--- src/assert_macros.svh ---
// Assertion macros used by the top-level RTL file.
`ifndef ASSERT_MACROS_SVH
`define ASSERT_MACROS_SVH

// Check a property at every rising edge outside reset.
`define ASSERT_PROP(label, clk, rst_n, prop, msg) \
    label: assert property (@(posedge clk) disable iff (!rst_n) prop) else $error(msg);

// Check a property at every rising edge, reset included.
`define ASSERT_ALWAYS(label, clk, prop, msg) \
    label: assert property (@(posedge clk) prop) else $error(msg);

`endif

--- src/jsc_pkg.sv ---
// Shared constants, types and helper functions of the stick conditioner.
`timescale 1ns / 1ps
package jsc_pkg;

    localparam int AXIS_BITS = 16;
    localparam int AXIS_FRAC = AXIS_BITS - 1;
    localparam int MAG_W     = AXIS_BITS;
    localparam int SQ_W      = 2 * MAG_W;
    localparam int GUARD     = (61 - 2 * AXIS_FRAC) / 2;
    localparam int RAD_IN_W  = SQ_W + 2 * GUARD;
    localparam int RAD_W     = RAD_IN_W / 2;
    localparam int PROD_W    = MAG_W + RAD_W;
    localparam int CSQ_NUM_W = PROD_W - GUARD;
    localparam int CSQ_Q_W   = MAG_W;
    localparam int DZ_W      = AXIS_FRAC;
    localparam int DZ_NUM_W  = MAG_W + AXIS_FRAC;
    localparam int DZ_Q_W    = MAG_W;
    localparam int GAIN_BITS = 16;
    localparam int GAIN_FRAC = 12;
    localparam int GPROD_W   = MAG_W + GAIN_BITS;
    localparam int SAT_IN_W  = GPROD_W - GAIN_FRAC;

    localparam logic [MAG_W-1:0] AXIS_ONE = MAG_W'(1) << AXIS_FRAC;
    localparam logic [DZ_W-1:0]  DZ_CAP   = DZ_W'((99 * (1 << AXIS_FRAC)) / 100);
    localparam logic [DZ_W-1:0]  DZ_RESET = DZ_W'(((((1 << AXIS_FRAC) * 2) / 10) + 1) / 2);

    localparam int NUM_AXES   = 4;
    localparam int NUM_STICKS = 2;
    localparam int REG_IDX_W  = 3;
    localparam int ADDR_W     = REG_IDX_W + 2;
    localparam int APB_DATA_W = 32;
    localparam int IN_DATA_W  = NUM_AXES * (AXIS_BITS + GAIN_BITS);
    localparam int OUT_DATA_W = NUM_AXES * AXIS_BITS;

    // stick lane: magnitude, square, sum, root, product, divide, saturate
    localparam int STICK_LAT = 3 + RAD_W + 1 + CSQ_Q_W + 1;
    // axis lane: threshold setup, divide, gain product, saturate
    localparam int AXIS_LAT  = 1 + DZ_Q_W + 2;
    localparam int PIPE_LAT  = 1 + STICK_LAT + AXIS_LAT;

    typedef logic signed [AXIS_BITS-1:0] t_axis;
    typedef logic signed [GAIN_BITS-1:0] t_gain;
    typedef logic [MAG_W-1:0]            t_mag;

    typedef enum logic [REG_IDX_W-1:0] {
        REG_DZ_LX   = 3'd0,
        REG_DZ_LY   = 3'd1,
        REG_DZ_RX   = 3'd2,
        REG_DZ_RY   = 3'd3,
        REG_SHAPE_L = 3'd4,
        REG_SHAPE_R = 3'd5
    } t_reg_idx;

    function automatic t_mag axis_mag(t_axis v);
        logic [AXIS_BITS:0] e;
        e = {v[AXIS_BITS-1], v};
        if (v[AXIS_BITS-1]) begin
            e = -e;
        end
        return e[MAG_W-1:0];
    endfunction

    function automatic logic [GAIN_BITS-1:0] gain_mag(t_gain g);
        logic [GAIN_BITS:0] e;
        e = {g[GAIN_BITS-1], g};
        if (g[GAIN_BITS-1]) begin
            e = -e;
        end
        return e[GAIN_BITS-1:0];
    endfunction

    // Restore the sign and clamp to the Q1.15 range.
    function automatic t_axis sat_axis(logic neg, logic [SAT_IN_W-1:0] m);
        logic [SAT_IN_W-1:0] one;
        logic [SAT_IN_W-1:0] lim;
        t_axis r;
        one = SAT_IN_W'(AXIS_ONE);
        lim = one - SAT_IN_W'(1);
        if (neg) begin
            if (m >= one) begin
                r = {1'b1, {AXIS_FRAC{1'b0}}};
            end else begin
                r = AXIS_BITS'(SAT_IN_W'(0) - m);
            end
        end else begin
            if (m > lim) begin
                r = {1'b0, {AXIS_FRAC{1'b1}}};
            end else begin
                r = AXIS_BITS'(m);
            end
        end
        return r;
    endfunction

endpackage

--- src/jsc_div.sv ---
// Pipelined restoring divider, one quotient bit per stage.
`timescale 1ns / 1ps
module jsc_div import jsc_pkg::*; #(
    parameter int NUM_W  = DZ_NUM_W,
    parameter int DEN_W  = MAG_W,
    parameter int Q_W    = DZ_Q_W,
    parameter int SIDE_W = 1
) (
    input  logic              i_clk,
    input  logic              i_ce,
    input  logic [NUM_W-1:0]  i_num,
    input  logic [DEN_W-1:0]  i_den,
    input  logic [SIDE_W-1:0] i_side,
    output logic [Q_W-1:0]    o_quo,
    output logic [SIDE_W-1:0] o_side
);
    // quotient is known to fit Q_W bits, so the top part starts below the divisor
    localparam int HI_W = NUM_W - Q_W;

    logic [Q_W-1:0]    r_q    [Q_W];
    logic [SIDE_W-1:0] r_side [Q_W];
    logic [DEN_W-1:0]  r_rem  [Q_W-1];
    logic [Q_W-1:0]    r_low  [Q_W-1];
    logic [DEN_W-1:0]  r_den  [Q_W-1];

    for (genvar k = 0; k < Q_W; k++) begin : g_stage
        logic [DEN_W-1:0]  rem_in;
        logic [Q_W-1:0]    low_in;
        logic [DEN_W-1:0]  den_in;
        logic [Q_W-1:0]    q_in;
        logic [SIDE_W-1:0] side_in;
        logic [DEN_W:0]    rem_sh;
        logic [DEN_W:0]    diff;
        logic              fit;

        if (k == 0) begin : g_first
            assign rem_in  = DEN_W'(i_num[NUM_W-1 -: HI_W]);
            assign low_in  = i_num[Q_W-1:0];
            assign den_in  = i_den;
            assign q_in    = '0;
            assign side_in = i_side;
        end else begin : g_next
            assign rem_in  = r_rem[k-1];
            assign low_in  = r_low[k-1];
            assign den_in  = r_den[k-1];
            assign q_in    = r_q[k-1];
            assign side_in = r_side[k-1];
        end

        assign rem_sh = {rem_in, low_in[Q_W-1]};
        assign diff   = rem_sh - {1'b0, den_in};
        assign fit    = rem_sh >= {1'b0, den_in};

        always_ff @(posedge i_clk) begin
            if (i_ce) begin
                r_q[k]    <= {q_in[Q_W-2:0], fit};
                r_side[k] <= side_in;
            end
        end

        if (k < Q_W - 1) begin : g_carry
            always_ff @(posedge i_clk) begin
                if (i_ce) begin
                    r_rem[k] <= fit ? diff[DEN_W-1:0] : rem_sh[DEN_W-1:0];
                    r_low[k] <= {low_in[Q_W-2:0], 1'b0};
                    r_den[k] <= den_in;
                end
            end
        end
    end

    assign o_quo  = r_q[Q_W-1];
    assign o_side = r_side[Q_W-1];

endmodule

--- src/jsc_axis_lane.sv ---
// Per-axis lane: scaled dead zone, then gain with saturation.
`timescale 1ns / 1ps
module jsc_axis_lane import jsc_pkg::*; (
    input  logic            i_clk,
    input  logic            i_ce,
    input  t_axis           i_v,
    input  logic [DZ_W-1:0] i_dz,
    input  t_gain           i_gain,
    output t_axis           o_v
);
    localparam int SIDE_W = 2 + GAIN_BITS;

    t_mag                w_a;
    logic [DZ_W-1:0]     w_dz;
    t_mag                w_diff;

    logic [DZ_NUM_W-1:0] r1_num;
    t_mag                r1_den;
    logic                r1_below, r1_neg;
    t_gain               r1_gain;

    logic [DZ_Q_W-1:0]   w_q;
    logic [SIDE_W-1:0]   w_side;
    logic                w_below, w_neg;
    t_gain               w_gain;
    logic [DZ_Q_W-1:0]   w_d;

    logic [GPROD_W-1:0]  r2_prod;
    logic                r2_neg;
    t_axis               r3_v;

    assign w_a    = axis_mag(i_v);
    assign w_dz   = (i_dz > DZ_CAP) ? DZ_CAP : i_dz;
    assign w_diff = w_a - MAG_W'(w_dz);

    always_ff @(posedge i_clk) begin
        if (i_ce) begin
            r1_num   <= {w_diff, {AXIS_FRAC{1'b0}}};
            r1_den   <= AXIS_ONE - MAG_W'(w_dz);
            r1_below <= w_a < MAG_W'(w_dz);
            r1_neg   <= i_v[AXIS_BITS-1];
            r1_gain  <= i_gain;
        end
    end

    jsc_div #(
        .NUM_W  (DZ_NUM_W),
        .DEN_W  (MAG_W),
        .Q_W    (DZ_Q_W),
        .SIDE_W (SIDE_W)
    ) u_div (
        .i_clk  (i_clk),
        .i_ce   (i_ce),
        .i_num  (r1_num),
        .i_den  (r1_den),
        .i_side ({r1_below, r1_neg, r1_gain}),
        .o_quo  (w_q),
        .o_side (w_side)
    );

    assign {w_below, w_neg, w_gain} = w_side;
    // inside the threshold the axis drops to zero
    assign w_d = w_below ? '0 : w_q;

    always_ff @(posedge i_clk) begin
        if (i_ce) begin
            r2_prod <= w_d * gain_mag(w_gain);
            r2_neg  <= w_neg ^ w_gain[GAIN_BITS-1];
            r3_v    <= sat_axis(r2_neg, r2_prod[GPROD_W-1:GAIN_FRAC]);
        end
    end

    assign o_v = r3_v;

endmodule

--- config.mk ---
export PLATFORM = sky130hd
export DESIGN_NAME = jsc_axis_lane
export DESIGN_NICKNAME = d
export VERILOG_FILES = /design/src/assert_macros.svh /design/src/jsc_pkg.sv /design/src/jsc_div.sv /design/src/jsc_axis_lane.sv
export SDC_FILE = /design/constraint.sdc
export NUM_CORES = 2
export LEC_CHECK = 0
export ABC_CLOCK_PERIOD_IN_PS = 19200
export BUFFER_PORTS_ARGS = -buffer_cell sky130_fd_sc_hd__buf_4
export CORE_MARGIN = 2
export CORE_UTILIZATION = 60
export CTS_BUF_LIST = sky130_fd_sc_hd__clkbuf_8
export DETAILED_ROUTE_END_ITERATION = 6
export GPL_ROUTABILITY_DRIVEN = 0
export GPL_TIMING_DRIVEN = 0
export PLACE_DENSITY = 0.76
export SLEW_MARGIN = 20
export SYNTH_ARGS = -nofsm -noshare
export SYNTH_HDL_FRONTEND = slang
export SYNTH_HIERARCHICAL = 1
export SYNTH_SLANG_ARGS = --single-unit
--- constraint.sdc ---
create_clock -name i_clk -period 19.2 [get_ports i_clk]
set_clock_uncertainty 0.1 [all_clocks]
set_input_delay 1.92 -clock i_clk [delete_from_list [all_inputs] [get_ports i_clk]]
set_output_delay 1.92 -clock i_clk [all_outputs]
set_load 0.05 [all_outputs]
==> impl_metrics.csv <==
group,metric,value,unit
synth,syn_area,0.0591,mm2
cts,cts_hold_buf,0,
sta,final_hold_viol_count,0,
power,seqPwrFrac,37.6,%
final_layout,multiInputGateArea,0.0233,mm2
drt,drt-vias-per-instance,5.69,
worst_setup_path,worstPathMaxFanout,10,
floorplanning,core,0.0980,mm2
sta,drv_slew,0,
final_layout,drive_gt1_share,9.96,%
floorplanning,dieWidth,318,um
global_route,track_usage,21.5,%
power,power_frac_comb,41.8,%
sta,grt_setup_unrepaired,"false",
run,drv_cap,0,
floorplanning,die_y,318,um
synth,synthMuxAreaShare,3.10,%
place,hpwl,78100,um
sta,tightest_slew,1150,ps
drt,dr.pass1.iters,6,
synth,synth-edff-count,1111,
drt,num_vias,35800,
synth,syn_area_per_cell,12.8,um2
global_route,grt_max_degree,159,
synth,synth_fa_ha_area_share,15.1,%
synth,ys.warnings.count,6,
synth,synthSimpleGateAreaFrac,8.47,%
sta,max_freq,108,MHz
drt,wire_per_inst,17.1,um
synth,synthFlopType,"edfxtp_1",
cts,clk_path_buf_depth,3,
worst_setup_path,cpMostUsedCell,"fa_1",
global_route,grt_pass1_vias,35700,
power,clkPwrFrac,20.6,%
final_layout,regArea,0.0334,mm2
floorplanning,dieArea,0.101,mm2
global_route,gr-total-overflow,0,
synth,synth_compound_area_share,9.38,%
final_layout,final_common_cell,"edfxtp_1",
sta,fin_crit_sh,48.4,%
synth,synth_top_area_share,56.5,%
place,io_buffers,64,
power,p_total,9.51,mW
worst_setup_path,cp_data_required_time,19670,ps
cts,h-tree-depth,4,
final_layout,fin_nets,5502,
cts,numCtsBuffers,176,
power,internal-power,6.13,mW
worst_setup_path,cp_slowest_cell,"xor2_1",
synth,ys_async_sr_fraction,0,%
cts,cts.sinks,1111,
sta,layout_min_cycle_time,9280,ps
sta,slew_headroom,22.7,%
cts,postCtsResizedCells,0,
drt,ant_nets,0,
worst_setup_path,rrSetupSlack,9920,ps
drt,drc,0,
worst_setup_path,timing_worst_setup_path_type,"reg2reg",
floorplanning,row_count,115,
floorplanning,initial_core_util,60.3,%
power,p_sw_share,35.5,%
synth,yosysUniqueCellTypes,88,
sta,setup_viol,0,
cts,insertion_delay,850,ps
synth,synth.yosys.seq_area_share,56.5,%
power,switchingPower,3.38,mW
outcome,status,"finished clean",
final_layout,layout_common_cells,"1,111 x edfxtp_1, 617 x inv_1, 376 x ha_1, 307 x nor2_1, 296 x nand2_1",
synth,synthTopCellsByArea,"edfxtp_1 56%, ha_1 8.0%, fa_1 7.1%, inv_1 3.6%, mux2_2 2.5%",
worst_setup_path,worstPathArrival,9750,ps
drt,wl,108000,um
global_route,grt_pass1_wl,175000,um
cts,clock-root-buffer,"clkbuf_8",
final_layout,areaGrowthSynthToFinish,9.90,%
floorplanning,io_pins,65,
worst_setup_path,crit_path_end_kind,"register",
synth,yosys.area.top_type,"edfxtp_1",
cts,cts_tree,"built",
power,pwr_density_cell,147,mW/mm2
power,ir_drop,0.0997,mV
cts,post_cts_buffers,0,
final_layout,fillers,7026,
synth,synth-xor-area-share,3.29,%
drt,drtIter0Drc,2462,
global_route,antenna_found_initial,1,
power,leakagePower,26.2,nW
synth,syn_inst,4605,
worst_hold_path,hold_class,"reg2reg",
worst_setup_path,critPathMaxStageDelay,740,ps
sta,tns,0,ps
synth,synth-seq-cells,1111,
worst_setup_path,cp-start-kind,"register",
synth,synth_top_family_by_area,"adder cells",
cts,path_clk_slew,60,ps
==> power groups by stage <==
stage	Clock, mW	Sequential [mW]	Combinational (mW)
2_1_floorplan	0	3.54	3.07
3_3_place_gp	0	3.65	3.80
3_5_place_dp	0	3.62	3.93
4_1_cts	2.03	3.58	3.96
5_1_grt	2.13	3.62	4.44
6_report	1.96	3.58	3.97
==> synth_stat cells (32+ instances only) <==
| master | count |
|---|---|
| nand2b_1 | 65 |
| mux2_2 | 129 |
| o31ai_1 | 38 |
| ha_1 | 376 |
| fa_1 | 209 |
| nor3_1 | 59 |
| a21o_1 | 67 |
| o21ai_0 | 204 |
| a211oi_1 | 37 |
| o31a_1 | 32 |
| o21a_1 | 84 |
| edfxtp_1 | 1111 |
| inv_1 | 570 |
| xnor2_1 | 148 |
| nor2b_1 | 65 |
| nor2_1 | 307 |
| nand2_1 | 296 |
| xor2_1 | 74 |
| nand3_1 | 49 |
| nand4_1 | 41 |
| clkbuf_1 | 66 |
| a21oi_1 | 195 |
==> critical path, delay by kind of cell (launching register included) <==
kind                     cells  cell delay (ps)
adder cells (fa/ha/maj)      8             3730
AO/OA/AOI/OAI                7             2200
buffers and inverters        7             1120
XOR/XNOR                     1              740
AND/OR/NAND/NOR              4              640
flip-flops                   1              480
==> kinds of logic (layout without fill, tap and decap cells) <==
kind of cell / after synthesis / after routing
buf+inv: 652 / 1043
flops: 1111 / 1111
other cells: 1 / 19
xor+xnor: 222 / 222
mux: 164 / 164
fa+ha+maj: 585 / 585
simple gates: 1039 / 1039
compound gates: 831 / 831
==> state kept, by name (all words and copies together), names as in the netlist <==
signal / flops
u_div/r_side: 288
u_div/r_den: 240
u_div/r_rem: 240
u_div/r_q: 136
u_div/r_low: 120
r2_prod: 20
o_v: 16
r1_den: 16
r1_gain: 16
r1_num: 16
r1_below: 1
r1_neg: 1
r2_neg: 1
==> routing by layer <==
| layer | global-route usage, % | up-vias | share of wire (%) |
|---|---|---|---|
| met4 | 10.6 | 0 | 4.2 |
| met3 | 3.71 | 293 | 5.2 |
| li1 | - | 17100 | - |
| met5 | 0 | - | 0 |
| met2 | 36.9 | 1060 | 50 |
| met1 | 26.3 | 17300 | 40 |
==> per-stage QoR <==
stage	hold WS (ps)	instances	setup WS, ps	instance area [um2]	utilization (%)
finish	301	6301	9920	64900	66.2
global route	302	6301	9470	64900	66.2
CTS	300	6297	9990	64900	66.2
detailed placement	305	5977	10020	61400	62.7
global placement	300	5970	6810	61200	62.5
floorplan	300	4619	11550	59100	-
==> path summary, 6_finish.rpt <==
kind	end	startpoint	depth (start not counted)
setup reg to reg	r2_prod[26]	u_div/r_side[7][18]	27
setup / recovery	r2_prod[26]	u_div/r_side[7][18]	27
hold / removal	u_div/r_q[12][11]	u_div/r_q[11][10]	0
hold reg to reg	u_div/r_q[12][11]	u_div/r_q[11][10]	0
==> area by class of cell <==
class | count | area share (%)
antenna | 4 | 0.0154
buffer | 82 | 0.526
timing repair buffer | 71 | 1.07
multi-input combinational | 2856 | 35.8
sequential | 1111 | 51.4
inverter | 570 | 3.30
tap | 1287 | 2.48
clock inverter | 144 | 1.62
clock buffer | 176 | 3.73
Power figures use the tool's default switching activity.
